**src/sv/bba_pkg.sv**
```systemverilog
// Shared constants, types and helper functions of the buddy block allocator.
package bba_pkg;

  localparam int ARENA_BYTES = 1048576;
  localparam int NUM_CLASSES = 20;
  localparam int GROW_BYTES  = 4096;
  localparam int INIT_LOG    = 12;

  localparam int ARENA_LOG = $clog2(ARENA_BYTES);
  localparam int GROW_LOG  = $clog2(GROW_BYTES);
  localparam int GRANULES  = ARENA_BYTES / 16;
  localparam int GRAN_W    = $clog2(GRANULES);
  localparam int LINK_W    = GRAN_W + 1;
  localparam int CLS_W     = $clog2(NUM_CLASSES);
  localparam int LOG_W     = 5;
  localparam int HDR_W     = LOG_W + 1;

  localparam logic [LINK_W-1:0] NIL = LINK_W'(GRANULES);

  // Result status codes
  typedef enum logic [1:0] {
    ST_OK      = 2'd0,
    ST_NOSPACE = 2'd1,
    ST_ZERO    = 2'd2
  } status_code_t;

  // Datapath operations issued by the controller
  typedef enum logic [4:0] {
    OP_NONE, OP_CLR, OP_LOAD, OP_DISPATCH, OP_FIT, OP_WALK_RD, OP_WALK_CHK,
    OP_GROW, OP_PUSH, OP_CHK, OP_CHK2, OP_RM_RD, OP_RM_UPD, OP_RM2,
    OP_MERGE1, OP_MERGE2, OP_PLACE_RM, OP_SPLIT, OP_FREE_RD, OP_FREE_CHK,
    OP_EMIT
  } op_t;

  typedef struct packed {
    op_t op;
  } ctrl_cmd_t;

  typedef struct packed {
    logic is_free;
    logic zero_req;
    logic too_big;
    logic cls_last;
    logic head_nonnil;
    logic cur_nil;
    logic walk_fit;
    logic grow_fail;
    logic buddy_out;
    logic buddy_match;
    logic split_more;
    logic free_ok;
    logic free_hit;
    logic clr_last;
  } dp_flags_t;

  // Size class of a block log, clamped to the last class
  function automatic logic [CLS_W-1:0] class_of(input logic [LOG_W-1:0] lg);
    return (32'(lg) > NUM_CLASSES - 1) ? CLS_W'(NUM_CLASSES - 1) : CLS_W'(lg);
  endfunction

  function automatic logic [20:0] pow2(input logic [LOG_W-1:0] lg);
    return 21'(1) << lg;
  endfunction

endpackage

```
**src/sv/bba_ctrl.sv**
```systemverilog
// Controller state machine of the buddy allocator: sequences datapath operations.
module bba_ctrl (
  input  logic               clk,
  input  logic               rst,
  input  logic               in_valid,
  output logic               in_ready,
  output logic               out_valid,
  input  logic               out_ready,
  input  bba_pkg::dp_flags_t flags,
  output bba_pkg::ctrl_cmd_t ctrl
);

  typedef enum logic [4:0] {
    S_CLR, S_IDLE, S_DISPATCH, S_FIT, S_WALK_RD, S_WALK_CHK, S_GROW, S_PUSH,
    S_CHK, S_CHK2, S_RM_RD, S_RM_UPD, S_RM2, S_MERGE1, S_MERGE2, S_PLACE,
    S_SPLIT, S_FREE_RD, S_FREE_CHK, S_RESULT
  } state_t;

  state_t state, ret;
  logic   emit;

  assign in_ready = (state == S_IDLE);
  assign emit     = (state == S_RESULT) && (!out_valid || out_ready);

  // Operation for the datapath in each state
  always_comb begin
    unique case (state)
      S_CLR:      ctrl.op = bba_pkg::OP_CLR;
      S_IDLE:     ctrl.op = in_valid ? bba_pkg::OP_LOAD : bba_pkg::OP_NONE;
      S_DISPATCH: ctrl.op = bba_pkg::OP_DISPATCH;
      S_FIT:      ctrl.op = bba_pkg::OP_FIT;
      S_WALK_RD:  ctrl.op = bba_pkg::OP_WALK_RD;
      S_WALK_CHK: ctrl.op = bba_pkg::OP_WALK_CHK;
      S_GROW:     ctrl.op = bba_pkg::OP_GROW;
      S_PUSH:     ctrl.op = bba_pkg::OP_PUSH;
      S_CHK:      ctrl.op = bba_pkg::OP_CHK;
      S_CHK2:     ctrl.op = bba_pkg::OP_CHK2;
      S_RM_RD:    ctrl.op = bba_pkg::OP_RM_RD;
      S_RM_UPD:   ctrl.op = bba_pkg::OP_RM_UPD;
      S_RM2:      ctrl.op = bba_pkg::OP_RM2;
      S_MERGE1:   ctrl.op = bba_pkg::OP_MERGE1;
      S_MERGE2:   ctrl.op = bba_pkg::OP_MERGE2;
      S_PLACE:    ctrl.op = bba_pkg::OP_PLACE_RM;
      S_SPLIT:    ctrl.op = bba_pkg::OP_SPLIT;
      S_FREE_RD:  ctrl.op = bba_pkg::OP_FREE_RD;
      S_FREE_CHK: ctrl.op = bba_pkg::OP_FREE_CHK;
      S_RESULT:   ctrl.op = emit ? bba_pkg::OP_EMIT : bba_pkg::OP_NONE;
      default:    ctrl.op = bba_pkg::OP_NONE;
    endcase
  end

  // State, return state of the list-remove sequence, output valid
  always_ff @(posedge clk) begin
    if (rst) begin
      state     <= S_CLR;
      ret       <= S_IDLE;
      out_valid <= 1'b0;
    end else begin
      if (emit) out_valid <= 1'b1;
      else if (out_ready) out_valid <= 1'b0;

      unique case (state)
        S_CLR:  if (flags.clr_last) state <= S_IDLE;
        S_IDLE: if (in_valid) state <= S_DISPATCH;
        S_DISPATCH: begin
          if (flags.is_free) state <= flags.free_ok ? S_FREE_RD : S_RESULT;
          else if (flags.zero_req || flags.too_big) state <= S_RESULT;
          else state <= S_FIT;
        end
        S_FIT: begin
          if (flags.cls_last) state <= S_WALK_RD;
          else if (flags.head_nonnil) state <= S_PLACE;
        end
        S_WALK_RD:  state <= flags.cur_nil ? S_GROW : S_WALK_CHK;
        S_WALK_CHK: state <= flags.walk_fit ? S_PLACE : S_WALK_RD;
        S_GROW:     state <= flags.grow_fail ? S_RESULT : S_PUSH;
        S_PUSH:     state <= S_CHK;
        S_CHK: begin
          if (flags.buddy_out) state <= flags.is_free ? S_RESULT : S_PLACE;
          else state <= S_CHK2;
        end
        S_CHK2: begin
          if (flags.buddy_match) begin
            state <= S_RM_RD;
            ret   <= S_RM2;
          end else state <= flags.is_free ? S_RESULT : S_PLACE;
        end
        S_RM_RD:  state <= S_RM_UPD;
        S_RM_UPD: state <= ret;
        S_RM2: begin
          state <= S_RM_RD;
          ret   <= S_MERGE1;
        end
        S_MERGE1: state <= S_MERGE2;
        S_MERGE2: state <= S_PUSH;
        S_PLACE: begin
          state <= S_RM_RD;
          ret   <= S_SPLIT;
        end
        S_SPLIT:    if (!flags.split_more) state <= S_RESULT;
        S_FREE_RD:  state <= S_FREE_CHK;
        S_FREE_CHK: state <= flags.free_hit ? S_PUSH : S_RESULT;
        S_RESULT:   if (emit) state <= S_IDLE;
        default:    state <= S_IDLE;
      endcase
    end
  end

`ifndef NO_ASSERTIONS
  // No request is taken during the clearing pass
  a_no_accept_clr: assert property (@(posedge clk) disable iff (rst)
    (state == S_CLR) |-> !in_ready)
    else $error("accept during clearing pass");
  // An accepted transaction is dispatched next
  a_dispatch: assert property (@(posedge clk) disable iff (rst)
    (in_valid && in_ready) |=> (state == S_DISPATCH))
    else $error("accepted transaction not dispatched");
  // A result is loaded only when the output register is free
  a_emit_room: assert property (@(posedge clk) disable iff (rst)
    (ctrl.op == bba_pkg::OP_EMIT) |-> (!out_valid || out_ready))
    else $error("result overwrites pending output");
`endif

endmodule
```
**config.mk**
```make
export PLATFORM = sky130hd
export DESIGN_NAME = bba_ctrl
export DESIGN_NICKNAME = d
export VERILOG_FILES = /design/src/sv/bba_pkg.sv /design/src/sv/bba_ctrl.sv
export SDC_FILE = /design/constraint.sdc
export NUM_CORES = 1
export LEC_CHECK = 0
export BUFFER_PORTS_ARGS = -buffer_cell sky130_fd_sc_hd__buf_2
export CORE_UTILIZATION = 54
export CTS_BUF_LIST = sky130_fd_sc_hd__clkbuf_4
export CTS_CLUSTER_DIAMETER = 30
export DETAILED_ROUTE_END_ITERATION = 8
export PLACE_DENSITY = 0.82
export SLEW_MARGIN = 20
export SYNTH_ARGS = -nofsm -noshare
export SYNTH_HDL_FRONTEND = slang
export SYNTH_SLANG_ARGS = --single-unit
```
**constraint.sdc**
```tcl
create_clock -name clk -period 2 [get_ports clk]
set_input_delay 0.2 -clock clk [delete_from_list [all_inputs] [get_ports clk]]
set_output_delay 0.2 -clock clk [all_outputs]
set_load 0.01 [all_outputs]
```
Yosys cells after proc, flatten, opt, wreduce, memory -nomap -nowiden
Index checks and enable logic that the tools add are counted.
{"block": "totals", "register_bits": 11, "latchBits": 0, "ram_bits": 0, "mem_bits_ro": 0, "output_inout_bits": 7, "word_cells": 62, "n_memories": 0}
{"block": "op_classes", "n_addsub": 0, "n_mul": 0, "div": 0, "magnitude_cmp": 0, "n_eq_ne": 25, "shifts": 0, "n_mux": 24, "n_bitwise": 0, "n_reduce_logical": 10}
{"operator": "$pmux W5 S20", "n": 1}
{"operator": "$pmux W5 S19", "n": 1}
{"operator": "$mux W5", "n": 15}
{"operator": "$eq A5 B4 Y1 const B", "n": 8}
{"operator": "$eq A5 B3 Y1 const B", "n": 4}
{"operator": "$eq A5 B5 Y1 const B", "n": 4}
{"operator": "$pmux W5 S3", "n": 1}
{"operator": "$eq A5 B2 Y1 const B", "n": 2}
{"operator": "$ne A2 B2 Y1 const B", "n": 5}
{"operator": "$mux W2", "n": 3}
{"operator": "$eq A5 B1 Y1 const B", "n": 1}
{"operator": "$logic_not A5 Y1", "n": 1}
{"operator": "$reduce_and A5 Y1", "n": 1}
{"operator": "$mux W4", "n": 1}
{"operator": "$ne A3 B3 Y1 const B", "n": 1}
{"operator": "$reduce_bool A3 Y1", "n": 1}
{"operator": "$logic_or A1 B1 Y1", "n": 2}
{"operator": "$mux W1", "n": 2}
{"operator": "$reduce_and A2 Y1", "n": 1}
{"operator": "$reduce_bool A2 Y1", "n": 1}
{"operator": "$reduce_or A2 Y1", "n": 1}
{"operator": "$logic_and A1 B1 Y1", "n": 1}
{"operator": "$logic_not A1 Y1", "n": 1}

Depth between registers and ports, before layout
Gate-level depths: netlist of the first run.
{"block": "logic_depth", "word_depth": 5, "ltp_mapped": 7, "ltp_nobuf": 5}

Worst setup path before layout of the first run
Ideal clock, no wire load.
{"block": "synth_timing", "kind": "register -> output", "startpoint": "register state[4]", "endpoint": "output port ctrl[1] in the netlist's numbering", "arrival_time_ns": 1.272, "t_required_ns": 1.800, "setup_slack_ns": 0.528, "stages_incl_launch_ff": 6, "path_buffers": 3, "cell_sequence": "dfxtp_1 buf_2 buf_2 buf_2 o31ai_1 a221oi_1"}
{"item": "start, declared", "line": "bba_ctrl.sv:19", "text": "state_t state, ret;"}
{"item": "start signal, assigned", "line": "bba_ctrl.sv:66", "text": "if (flags.is_free) state <= flags.free_ok ? S_FREE_RD : S_RESULT;"}
{"item": "start signal, assigned", "line": "bba_ctrl.sv:74", "text": "S_WALK_RD: state <= flags.cur_nil ? S_GROW : S_WALK_CHK;"}
{"item": "start signal, assigned", "line": "bba_ctrl.sv:75", "text": "S_WALK_CHK: state <= flags.walk_fit ? S_PLACE : S_WALK_RD;"}
{"item": "end, declared", "line": "bba_ctrl.sv:10", "text": "output bba_pkg::ctrl_cmd_t ctrl"}

==> run_results.csv, run 1 <==
group,metric,value,unit
route,finalWirelength,2.75,mm
floorplanning,start_util,59.2,%
placed_design,globalplace.congestion,1.05,
run_status,violations,"design-rule violations",
route,antenna_left,0,
worst_setup_path,reg2reg_depth,5,
synthesis,synth_edf_count,0,
worst_setup_path,cp.depth,4,
sta,finClkSkew,0.00568,ns
clock_tree,path_clk_slew,0.07,ns
floorplanning,die_area,1880,sq um
sta,worstMarginPinSlew,0.432,ns
synthesis,synthFlopType,"dfxtp_1",
power,leakagePower,0.422,nW
grt,grt_antenna_before_repair,0,
route,drt-pass1-iter-count,6,
worst_setup_path,path_buf_inv,1,
grt,grt_overflow,0,
power,total_power,0.615,mW
worst_setup_path,cpPeakStageDelay,0.57,ns
worst_setup_path,path_cells,"or2_1 > o31ai_1 > a221oi_1 > buf_2",
synthesis,yosysTopAreaCell,"dfxtp_1",
worst_setup_path,critPathSlowestCell,"dfxtp_1",
floorplanning,dieWidth,43.4,microns
synthesis,ys_types,45,
placed_design,place_area,1040,sq um
sta,hold_viol_final,0,
sta,post-route-min-period,1.84,ns
clock_tree,cts_buffers,3,
synthesis,yosys-top-cells-area,"dfxtp_1 (20%), nand2_1 (6.5%), a21oi_1 (5.4%)",
clock_tree,post_cts.repair.setup_buffers,0,
grt,grt_pass1_vias,1042,
synthesis,ys_seq_area_share,19.5,%
placed_design,numPortBuffers,24,
power,ir_worst_vdd,0.408,mV
cells_and_area,antenna_cells,0,
sta,final-setup-viol-count,0,
worst_setup_path,cp-startpoint,"state[2]",
worst_setup_path,required,1.80,ns
grt,grt_pass1_wl,4.49,mm
grt,grtUsageTotal,31.1,%
floorplanning,core,1560,sq um
synthesis,synthCells,136,
worst_setup_path,end_kind,"output pin",
worst_setup_path,critPathKind,"flip-flop to output pin",
sta,tns,0,ns
synthesis,syn-cell-area,923,sq um
run_status,run_status,"complete, but fails checks",
floorplanning,io_pins,25,
worst_setup_path,arrival,1.64,ns
clock_tree,cts_buffer_depth,2,
synthesis,syn_avg_cell_area,6.79,sq um
synthesis,synth_top_area_share,19.5,%
power,power_density,572,nW/um^2
worst_setup_path,critPathTopFamily,"flip-flops",
clock_tree,cts_sinks,9,
synthesis,synth_warnings,0,
worst_setup_path,worstPathMaxFanout,11,
sta,fmax,543,MHz
clock_tree,cts_tree,"yes",
sta,drv_slew,0,
route,vias,1178,
sta,relSlewSlack,71.0,%
cells_and_area,fin_nets,177,
cells_and_area,area_delta_synth_final,16.4,%
clock_tree,cts_root_buf,"clkbuf_4",
synthesis,syn-num-nets,154,
cells_and_area,drive_gt1_share,25.9,%
synthesis,synth_seq_cells,9,
placed_design,dpl.hpwl,2.01,mm
synthesis,async_reset_ff_share,0,%
cells_and_area,stdcell_area,1070,sq um
clock_tree,clk_latency,0.26,ns
route,drc_errors,4,
worst_setup_path,cp-start-kind,"flip-flop",
worst_hold_path,hold_class,"input port to flip-flop",
route,drt-initial-drc-count,79,
sta,fin_crit_sh,92.1,%
route,wl_per_cell,15.8,microns
worst_setup_path,cp-endpoint,"ctrl[1]",
grt,grt_max_degree,24,
sta,grt_setup_unrepaired,"false",
worst_setup_path,rrSetupSlack,0.25,ns
clock_tree,cts.htree.levels,1,
job,drv_cap,0,
floorplanning,rows,14,
floorplanning,die_h,43.4,microns
worst_setup_path,rr_endpoint,"state[1]",
route,vias_per_cell,6.77,
sta,holdWs,0.235,ns
worst_setup_path,r2r_start,"state[2]",
==> cell usage in the layout, fill, tap and decap left out, drive strengths merged, types with 2 or more instances in the layout <==
| cell type | instances |
|---|---|
| nor3 | 4 |
| a221oi | 3 |
| a211o | 2 |
| a32oi | 2 |
| or2 | 2 |
| a31oi | 6 |
| nor2 | 14 |
| nand2 | 16 |
| o21ai | 10 |
| o32ai | 2 |
| nand2b | 2 |
| xnor2 | 3 |
| or3 | 2 |
| o31ai | 2 |
| nor4 | 3 |
| nand3 | 3 |
| clkbuf | 4 |
| a21oi | 10 |
| nor2b | 2 |
| buf | 30 |
| a211oi | 2 |
| nor4b | 2 |
| dfxtp | 9 |
| inv | 7 |
| and2 | 2 |
==> stage by stage <==
step	worst slack [ns]	utilization, %	cells
after floorplan	0.528	-	136
after global placement	0.270	66.8	170
after detailed placement	0.174	66.8	170
after CTS	0.0950	68.7	174
after global routing	0.0446	68.9	174
final	0.158	68.9	174
==> state kept, by name (all words and copies together) (netlist names) <==
signal	cells
state	5
ret	3
out_valid	1
==> worst register-to-register path: stages, from the launching register on <==
cell     delay (ns)
dfxtp_1        0.57
or2_1          0.30
nor2_1         0.08
a31oi_2        0.32
nor2_1         0.07
a211o_1        0.30
==> power breakdown <==
group	leakage, nW	internal, mW	switching (mW)
sequential	0.0741	0.189	0.0307
combinational	0.329	0.107	0.132
clock	0.0184	0.0905	0.0659
total	0.422	0.387	0.228
==> final cells by class <==
class / instances / area [sq um]
fill: 156 / 484
sequential: 9 / 184
multi-input combinational: 108 / 649
inverter: 7 / 26.3
timing repair buffer: 30 / 165
tap: 16 / 20.0
clock buffer: 4 / 30.0
==> per-layer routing <==
layer | vias up | global-route usage, % | wire, microns
li1 | 550 | - | -
met1 | 533 | 42.5 | 1120
met2 | 83 | 49.1 | 1280
met3 | 12 | 2.50 | 272
met4 | 0 | 16.3 | 82
met5 | - | 0 | 0
==> repair_timing <==
action                     CTS  global route
setup endpoints to repair    0             5
hold buffers                 0             0
resized for setup            0             3
==> kinds of logic (layout without fill, tap and decap cells) <==
logic type | count (synthesis) | in the layout | synth area share (%)
and+or+nand+nor | 55 | 55 | 29.9
AOI/OAI and AO/OA | 48 | 48 | 35.5
buffers and inverters | 19 | 41 | 10.2
DFF | 9 | 9 | 19.5
xor gates and xnor gates | 4 | 4 | 3.79
muxes | 1 | 1 | 1.08
==> synth_stat cells (3+ instances only) <==
master     n
inv_1      6
nand3_1    3
o21ai_1    7
a221oi_1   3
nor4_1     3
o21ai_0    3
nor2_1    13
a21oi_1   10
a31oi_1    5
nor3_1     4
xnor2_1    3
dfxtp_1    9
nand2_1   16
buf_2      9
==> how the worst min path moves through the flow <==
stage | startpoint | end | slack (ns) | depth (start not counted)
5_1_grt | rst | state[0] | 0.25 | 2
3_3_place_gp | ret[0] | ret[0] | 0.43 | 2
2_1_floorplan | flags[13] | state[3] | 0.40 | 3
6_report | rst | state[0] | 0.24 | 2
4_1_cts | rst | state[0] | 0.23 | 2
3_5_place_dp | ret[0] | ret[0] | 0.45 | 2
No activity file was read; power rests on OpenSTA's default activity.
==> inputs of run 2 (changes only) <==
CORE_ASPECT_RATIO = 0.75   (was default)
CORE_UTILIZATION = 48   (was 54)
PLACE_DENSITY = 0.77   (was 0.82)
clock period = 1.5 ns   (was 2 ns; I/O delays follow)
==> run 2 against run 1 <==
The run ends with negative setup slack left. Worst hold slack worse by 0.056 ns. Combinational power rose by 120%. Final area rose by 34%. Routed wire length increased by 56%. Largest cell class unchanged. Largest power group unchanged. Highest routed layer unchanged.
==> run_results.csv, run 2 (synthesis results as in run 1) <==
group,metric,value,unit
run_status,run_status,"complete, but fails checks",
run_status,violations,"negative setup slack",
cells_and_area,layout_common_cells,"buf_2 (24), buf_4 (19), nand2_1 (14)",
sta,holdWs,0.179,ns
sta,hold_viol_final,0,
placed_design,numPortBuffers,24,
placed_design,place_area,1180,sq um
route,wl_met3,626,microns
sta,grt_setup_unrepaired,"true",
clock_tree,clk_latency,0.27,ns
route,drt-initial-drc-count,176,
cells_and_area,top_register,"state",
worst_setup_path,end_kind,"flip-flop",
sta,relSlewSlack,75.2,%
grt,grt_antenna_before_repair,0,
route,drc_errors,0,
grt,grtUsageTotal,38.0,%
power,power_density,711,nW/um^2
placed_design,dpl.hpwl,2.30,mm
grt,grt_max_degree,12,
placed_design,pre_cts_slack,-0.101,ns
sta,worstMarginPinSlew,0.369,ns
placed_design,globalplace.congestion,0.963,
power,ir_worst_vdd,0.564,mV
clock_tree,cts.htree.levels,1,
floorplanning,rows,13,
floorplanning,die_area,2110,sq um
clock_tree,cts_buffers,3,
route,vias,1391,
sta,post-route-min-period,1.71,ns
sta,worst_slack,-0.211,ns
cells_and_area,final_util,80.9,%
floorplanning,start_util,52.1,%
cells_and_area,antenna_cells,0,
cells_and_area,largest_reg_flops,5,
power,leakagePower,0.580,nW
route,vias_per_cell,6.96,
route,wl_per_cell,21.4,microns
worst_setup_path,arrival,1.86,ns
sta,fin_crit_sh,114,%
sta,finClkSkew,0.000428,ns
power,total_power,1.02,mW
worst_setup_path,required,1.65,ns
floorplanning,io_pins,25,
route,dr.max_layer_used,"met4",
route,antenna_left,0,
cells_and_area,area_delta_synth_final,55.4,%
cells_and_area,final_common_cell,"buf_2",
floorplanning,die_h,40.0,microns
sta,final-setup-viol-count,9,
grt,grt_pass1_vias,1171,
floorplanning,dieWidth,52.6,microns
worst_setup_path,critPathKind,"flip-flop to flip-flop",
clock_tree,cts_root_buf,"clkbuf_4",
worst_setup_path,cp-start-kind,"flip-flop",
cells_and_area,stdcell_area,1440,sq um
worst_setup_path,worstPathMaxFanout,7,
route,wirelength_met1,1.50,mm
sta,drv_slew,0,
route,wl_met2,1.83,mm
cells_and_area,reg.largest.list,"state: 5 flops, ret: 3 flops, out_valid: 1 flops",
cells_and_area,n_fill_cell,107,
cells_and_area,drive_gt1_share,48.3,%
floorplanning,core,1770,sq um
route,finalWirelength,4.29,mm
clock_tree,cts_buffer_depth,2,
clock_tree,cts_sinks,9,
grt,grt_overflow,0,
worst_hold_path,hold_class,"input port to flip-flop",
clock_tree,path_clk_slew,0.07,ns
job,drv_cap,0,
route,drt-pass1-iter-count,5,
cells_and_area,fin_nets,197,
clock_tree,cts_tree,"yes",
sta,fmax,584,MHz
grt,grt_pass1_wl,5.50,mm
## run 2: final timing paths
kind,start,end,slack [ns],depth (start not counted)
setup reg to reg,state[2],state[2],-0.21,5
hold / removal,rst,state[0],0.18,2
hold reg to reg,ret[0],ret[0],0.47,2
setup / recovery,state[2],state[2],-0.21,5
## run 2: cell type report
type | instances | area (sq um) | area share, %
Tap cell | 22 | 27.5 | 1.92
Timing Repair Buffer | 50 | 342 | 23.8
Sequential cell | 9 | 196 | 13.7
Clock buffer | 4 | 30.0 | 2.09
Multi-Input combinational cell | 108 | 813 | 56.7
Inverter | 7 | 26.3 | 1.83
## run 2: metrics by stage
step           instances  TNS, ns
3_3_place_gp         193   -0.134
5_1_grt              200   -0.653
3_5_place_dp         193   -0.138
6_report             200   -0.569
2_1_floorplan        136        0
4_1_cts              201        0
## run 2: what timing repair did
action | 4_1_cts | 5_1_grt
hold buffers | 0 | 0
resized for setup | 31 | 18
pin swaps | 4 | 6
setup endpoints to repair | 9 | 9
buffers inserted | 6 | 0
## run 2: worst max-delay path, cell delays in order, from the launching register on
cell	delay, ns
dfxtp_2	0.37
or2_4	0.32
nor2_1	0.29
a31oi_4	0.17
buf_4	0.18
a31oi_1	0.26
## run 2: metal layers
| layer | vias up | global-route usage, % |
|---|---|---|
| li1 | 585 | - |
| met4 | 0 | 19.7 |
| met2 | 148 | 62.3 |
| met5 | - | 0 |
| met1 | 612 | 44.6 |
| met3 | 46 | 13.3 |
## run 2: where the power goes
part	switching, mW	internal (mW)
Clock	0.102	0.121
Sequential	0.0289	0.250
Combinational	0.295	0.223
